<file path="src/sv/rvx_pkg.sv">
// Shared types, opcodes and status codes for the RV32IM execute core.
package rvx_pkg;
   localparam int MEM_BYTES = 65536;
   localparam int MEM_AW = $clog2(MEM_BYTES);
   localparam int QUEUE_DEPTH = 2;
   localparam int CLEAR_ROWS = MEM_BYTES / 4;
   localparam int CLEAR_AW = $clog2(CLEAR_ROWS);

   localparam logic [6:0] OP_LUI = 7'h37;
   localparam logic [6:0] OP_AUIPC = 7'h17;
   localparam logic [6:0] OP_JAL = 7'h6f;
   localparam logic [6:0] OP_JALR = 7'h67;
   localparam logic [6:0] OP_BRANCH = 7'h63;
   localparam logic [6:0] OP_LOAD = 7'h03;
   localparam logic [6:0] OP_STORE = 7'h23;
   localparam logic [6:0] OP_IMM = 7'h13;
   localparam logic [6:0] OP_REG = 7'h33;
   localparam logic [31:0] EBREAK_WORD = 32'h00100073;

   localparam logic [1:0] ST_OK = 2'd0;
   localparam logic [1:0] ST_EBREAK = 2'd1;
   localparam logic [1:0] ST_INVALID = 2'd2;
   localparam logic [1:0] ST_STOPPED = 2'd3;

   localparam logic [0:0] CSR_START_PC = 1'd0;

   typedef struct packed {
      logic [31:0] instruction;
   } entry_type;

   typedef struct packed {
      logic [31:0] next_pc;
      logic        reg_write;
      logic [4:0]  reg_index;
      logic [31:0] reg_value;
      logic        store_done;
      logic [31:0] mem_address;
      logic [1:0]  status;
      logic [31:0] halt_code;
   } result_type;
endpackage

</file>
<file path="src/sv/rvx_front.sv">
// Front end: accepts instruction transfers into a short queue.
module rvx_front (
   input  logic                clock,
   input  logic                reset,
   input  logic                req_valid,
   output logic                req_stall,
   input  logic [31:0]         req_instruction,
   output logic                q_valid,
   output rvx_pkg::entry_type  q_entry,
   input  logic                q_take
);
   import rvx_pkg::*;
   localparam int PW = $clog2(QUEUE_DEPTH);
   entry_type       mem_ff [QUEUE_DEPTH];
   logic [PW-1:0]   wp_ff, wp_in, rp_ff, rp_in;
   logic [PW:0]     cnt_ff, cnt_in;
   logic            push, pop;

   assign req_stall = (cnt_ff == (PW+1)'(QUEUE_DEPTH));
   assign push = req_valid && !req_stall;
   assign q_valid = (cnt_ff != '0);
   assign pop = q_valid && q_take;
   assign q_entry = mem_ff[rp_ff];

   always_comb begin
      wp_in = push ? ((wp_ff == PW'(QUEUE_DEPTH-1)) ? '0 : wp_ff + 1'b1) : wp_ff;
      rp_in = pop ? ((rp_ff == PW'(QUEUE_DEPTH-1)) ? '0 : rp_ff + 1'b1) : rp_ff;
      cnt_in = cnt_ff + (PW+1)'(push) - (PW+1)'(pop);
   end

   always_ff @(posedge clock) begin
      if (reset) begin
         wp_ff <= '0;
         rp_ff <= '0;
         cnt_ff <= '0;
      end else begin
         wp_ff <= wp_in;
         rp_ff <= rp_in;
         cnt_ff <= cnt_in;
      end
      if (push) mem_ff[wp_ff].instruction <= req_instruction;
   end
endmodule

</file>
<file path="config.mk">
export PLATFORM = sky130hd
export DESIGN_NAME = rvx_front
export DESIGN_NICKNAME = d
export VERILOG_FILES = /design/src/sv/rvx_pkg.sv /design/src/sv/rvx_front.sv
export SDC_FILE = /design/constraint.sdc
export NUM_CORES = 1
export LEC_CHECK = 0
export ABC_AREA = 1
export BUFFER_PORTS_ARGS = -buffer_cell sky130_fd_sc_hd__buf_4
export CAP_MARGIN = 15
export CORE_MARGIN = 2
export CORE_UTILIZATION = 52
export CTS_CLUSTER_DIAMETER = 60
export DETAILED_ROUTE_END_ITERATION = 6
export MAX_ROUTING_LAYER = met4
export PLACE_DENSITY = 0.79
export REMOVE_ABC_BUFFERS = 1
export SYNTH_ARGS = -nofsm -noshare
export SYNTH_HDL_FRONTEND = slang
export SYNTH_SLANG_ARGS = --single-unit
</file>
<file path="constraint.sdc">
create_clock -name clock -period 3.5 [get_ports clock]
set_input_delay 1.05 -clock clock [delete_from_list [all_inputs] [get_ports clock]]
set_output_delay 1.05 -clock clock [all_outputs]
set_load 0.005 [all_outputs]
</file>
* Yosys cells after proc, flatten, opt, wreduce, memory -nomap -nowiden
Memories as Yosys holds them, arrays and structs flattened. A register that Yosys moved wholly into a read port is not among the register bits. Index checks and enable logic that the tools add are counted.
Word-level totals: register bits after elaboration 4, memory bits (writable) 64, input port bits 36, output and inout port bits 34, logic and storage cells 19, memories kept 1
Operators by class: $add $sub $neg 4, equality and inequality tests 1, mux-type cells 6, reductions and logical operators 4
Memories:
- mem_ff | depth 2, width 32, read ports 1, clocked after Yosys merged registers in 1, wr ports 1, line rvx_front.sv:14 | entry_type mem_ff [QUEUE_DEPTH];
Operators with widths (number):
- two-way mux 1 bit | 6
- adder 1 bit (second input constant) | 2
- adder 2 x 1 -> 2 bit | 1
- equality test 2 bit (second input constant) | 1
- logical AND 1 bit | 2
- nonzero test 2 bit | 1
- subtractor 2 x 1 -> 2 bit | 1
- zero test 1 bit | 1

* Longest topological paths before layout
word-level depth 5, gate-level depth with buffers 11, gate-level depth less buffers 11

* Least setup slack after synthesis
Ideal clock, no wire load.
path kind in2reg, start point in req_valid, end point mem mem_ff[0][0] (netlist name), enable pin, setup time 0.421 ns, data arrival time 2.473 ns, required time 3.079 ns, slack 0.606 ns, stages on the path 2, buffers on the path 0, path through nand2_1 > nor2_1
On the way: cells in the longest elaborated chain, start to end 3
RTL lines:
- from (decl) | line rvx_front.sv:5 | input logic req_valid,
- logical AND 1 bit | line rvx_front.sv:20 | assign push = req_valid && !req_stall;
- two-way mux 1 bit | line rvx_front.sv:41 | if (push) mem_ff[wp_ff].instruction <= req_instruction;
- two-way mux 1 bit (implied by the code) | line rvx_front.sv:41
- to (decl) | line rvx_front.sv:14
No other way between the ends.

==> run metrics <==
vias in the first global route=1336; share of layout cells above drive strength 1=53.4%; area grow syn2layout=27.5%; Mapped Cells=139; largest family of logic cells by synthesized area=multiplexers; antenna violations before repair=0; Synth Area in XOR/XNOR=0%; Rel. slew slack=67.0%; number of gates resized after CTS=0; worst path required time=2.45 ns; Critical R2R Launch=cnt_ff[0]; CTS clk-pin slew, worst paths=0.06 ns; Detail Route Antenna Nets=0; Power Dens Cells=659 mW/mm^2; status=finished, final reports clean; min-delay src=rp_ff; clk_skew=0.00597 ns; Iteration-0 DRC Markers=89; WHS Path Cells=2; DR WL/cell=14.1 um; Avg Vias per Cell=4.78; number of remaining DRC errors=0; Pint=1.70 mW; Mapped Area=0.00272 mm^2; Clk pwr share=22.6%; # H-tree levels=3; Antenna diodes=0; Std-Cell Rows=26; DR vias=1400; hold buffers post-CTS=0; total power=2.29 mW; Post-Synth Simple-Gate Area=2.90%; fillers=358; Synth cell types=12; CTS tree=yes; Worst R2R Path Depth=5; switching power=588 uW; area of the multi-input gates=594 um^2; Slew Limit Fails=0; reg2reg end=mem_ff[0][29]; combinational power share=29.0%; Routability Congestion=0.741; final core utilization=68.3%; Final min period=2.69 ns; Worst Hold Class=reg2reg; Post-Synth Adder-Cell Area=0.921%; Die Y=76.3 um; gr usage total=15.8%; Port Buffers=69; Min Hold Slack=0.527 ns; Seq/Total Area, Yosys=74.4%; Max Root-Sink Buffers=2; Max Freq=372 MHz; Synth top area share=70.7%; global-route wire length before repair=6570 um; final WL=4130 um; synth top area cells=edfxtp_1, mux2_4, dfxtp_1, buf_12, inv_1; CTS Buf Count=9; sequential cell area=0.00202 mm^2; max-cap violations=0; Worst-Margin Slew=0.494 ns; Worst EP arrival=1.64 ns; DIE WIDTH=76.3 um; Max VDD drop=0.000460 V; warning count from the yosys run=0; Core ar.=0.00507 mm^2; switching part of the total=25.7%; insertion delay to the later sink of the worst-skew pair=0.33 ns; die area=0.00582 mm^2; share of power burned in registers=48.4%; Final Hold Fails=0; Syn Area/Cell=19.6 um^2; post-synthesis mux area share=17.4%; Setup CP Type=reg2out; DP HPWL=2930 um; post-synthesis compound-gate area fraction=0.368%; Final Cycle Share=76.8%; Yosys reg bits=69; leak pwr=1.41 nW; Clock Sinks=69; R2R Setup Slk=1.84 ns; endpoints failing setup=0; crit-path max FO=22; Setup Buffers After CTS=0; dpl cells=277; RSZ-0062 raised after global routing=no; Startpoint Class=flip-flop; clock root cell=clkbuf_8; Post-Route Setup TNS=0 ns; non-filler cells, final=293; pin count of the biggest net entering global routing=23; I/O pin cnt=70; CP endpoint kind=output pin; nets=256; grt ovf=0; hold path endpoint=rp_ff; drt first pass iters=4; Starting Density=53.6%; largest area contributor in the netlist=edfxtp_1
==> synth_stat cells (all sizes together) <==
master and n:
nand2 8, mux2 32, nor2 9, a21oi 2, edfxtp 64, dfxtp 5, ha 2, nand3 3
inv 10, buf 4
==> critical path, stage by stage, from the launching register on <==
cell     delay (ns)
dfxtp_2        0.56
buf_12         0.26
mux2_2         0.35
buf_4          0.13
==> stage by stage <==
| step | instance area (um^2) | setup slack, ns |
|---|---|---|
| 2_1_floorplan | 2650 | 0.606 |
| 3_3_place_gp | 3310 | 1.15 |
| 3_5_place_dp | 3310 | 1.14 |
| 4_1_cts | 3470 | 0.780 |
| 5_1_grt | 3470 | 0.730 |
| 6_report | 3470 | 0.812 |
==> registers in the layout, indices dropped and copies added, names as in the netlist, named ones only <==
| signal | count |
|---|---|
| cnt_ff | 2 |
| mem_ff | 64 |
| wp_ff | 1 |
| rp_ff | 1 |
==> layout make-up <==
| class | count | share of cell area [%] |
|---|---|---|
| clock buffer | 10 | 3.68 |
| clock inverter | 6 | 0.866 |
| inverter | 10 | 1.08 |
| multi-input combinational | 56 | 17.1 |
| sequential | 69 | 58.4 |
| tap | 70 | 2.53 |
| timing repair buffer | 72 | 16.3 |
==> metal layers <==
metal | track usage [%] | wire length, um | up-vias
met5 | - | 0 | -
met3 | 5.69 | 224 | 8
li1 | - | - | 671
met2 | 23.5 | 2030 | 49
met4 | 8.73 | 82 | 0
met1 | 19.0 | 1790 | 672
==> layout by cell type (no fill, tap or decap) <==
master | netlist | routed
a21oi_1 | 2 | 2
buf_12 | 3 | 2
buf_4 | 0 | 70
clkbuf_1 | 0 | 1
clkbuf_8 | 0 | 9
clkinv_1 | 0 | 2
clkinv_2 | 0 | 3
clkinvlp_4 | 0 | 1
dfxtp_1 | 5 | 4
dfxtp_2 | 0 | 1
edfxtp_1 | 64 | 64
ha_1 | 2 | 2
inv_1 | 10 | 10
mux2_2 | 2 | 2
mux2_4 | 30 | 30
nand2_1 | 8 | 8
nand3_1 | 3 | 3
nor2_1 | 9 | 8
nor2_4 | 0 | 1
==> how the worst max path moves through the flow <==
stage | from | end | slack (ns) | cells after the start
global route | flip-flop | q_entry[20] | 0.73 | 3
floorplan | req_valid | mem_ff[0][0] | 0.61 | 2
detailed placement | flip-flop | q_entry[20] | 1.14 | 3
finish | flip-flop | q_entry[20] | 0.81 | 3
global placement | flip-flop | q_entry[20] | 1.15 | 3
CTS | flip-flop | q_entry[20] | 0.78 | 3
==> power groups by stage <==
stage / Combinational (mW) / Sequential, mW / Clock (mW)
after floorplan: 0.353 / 1.14 / 0
after global placement: 0.664 / 1.12 / 0
after detailed placement: 0.675 / 1.13 / 0
after CTS: 0.677 / 1.11 / 0.530
after global routing: 0.724 / 1.12 / 0.570
final: 0.664 / 1.11 / 0.515
==> logic make-up (layout without fill, tap and decap cells) <==
group / after synthesis / in the layout
DFF: 69 / 69
and+or+nand+nor: 20 / 20
buffers and inverters: 14 / 98
muxes: 32 / 32
adders and majority gates: 2 / 2
AOI/OAI and AO/OA: 2 / 2
(Power assumes the default switching activity.)
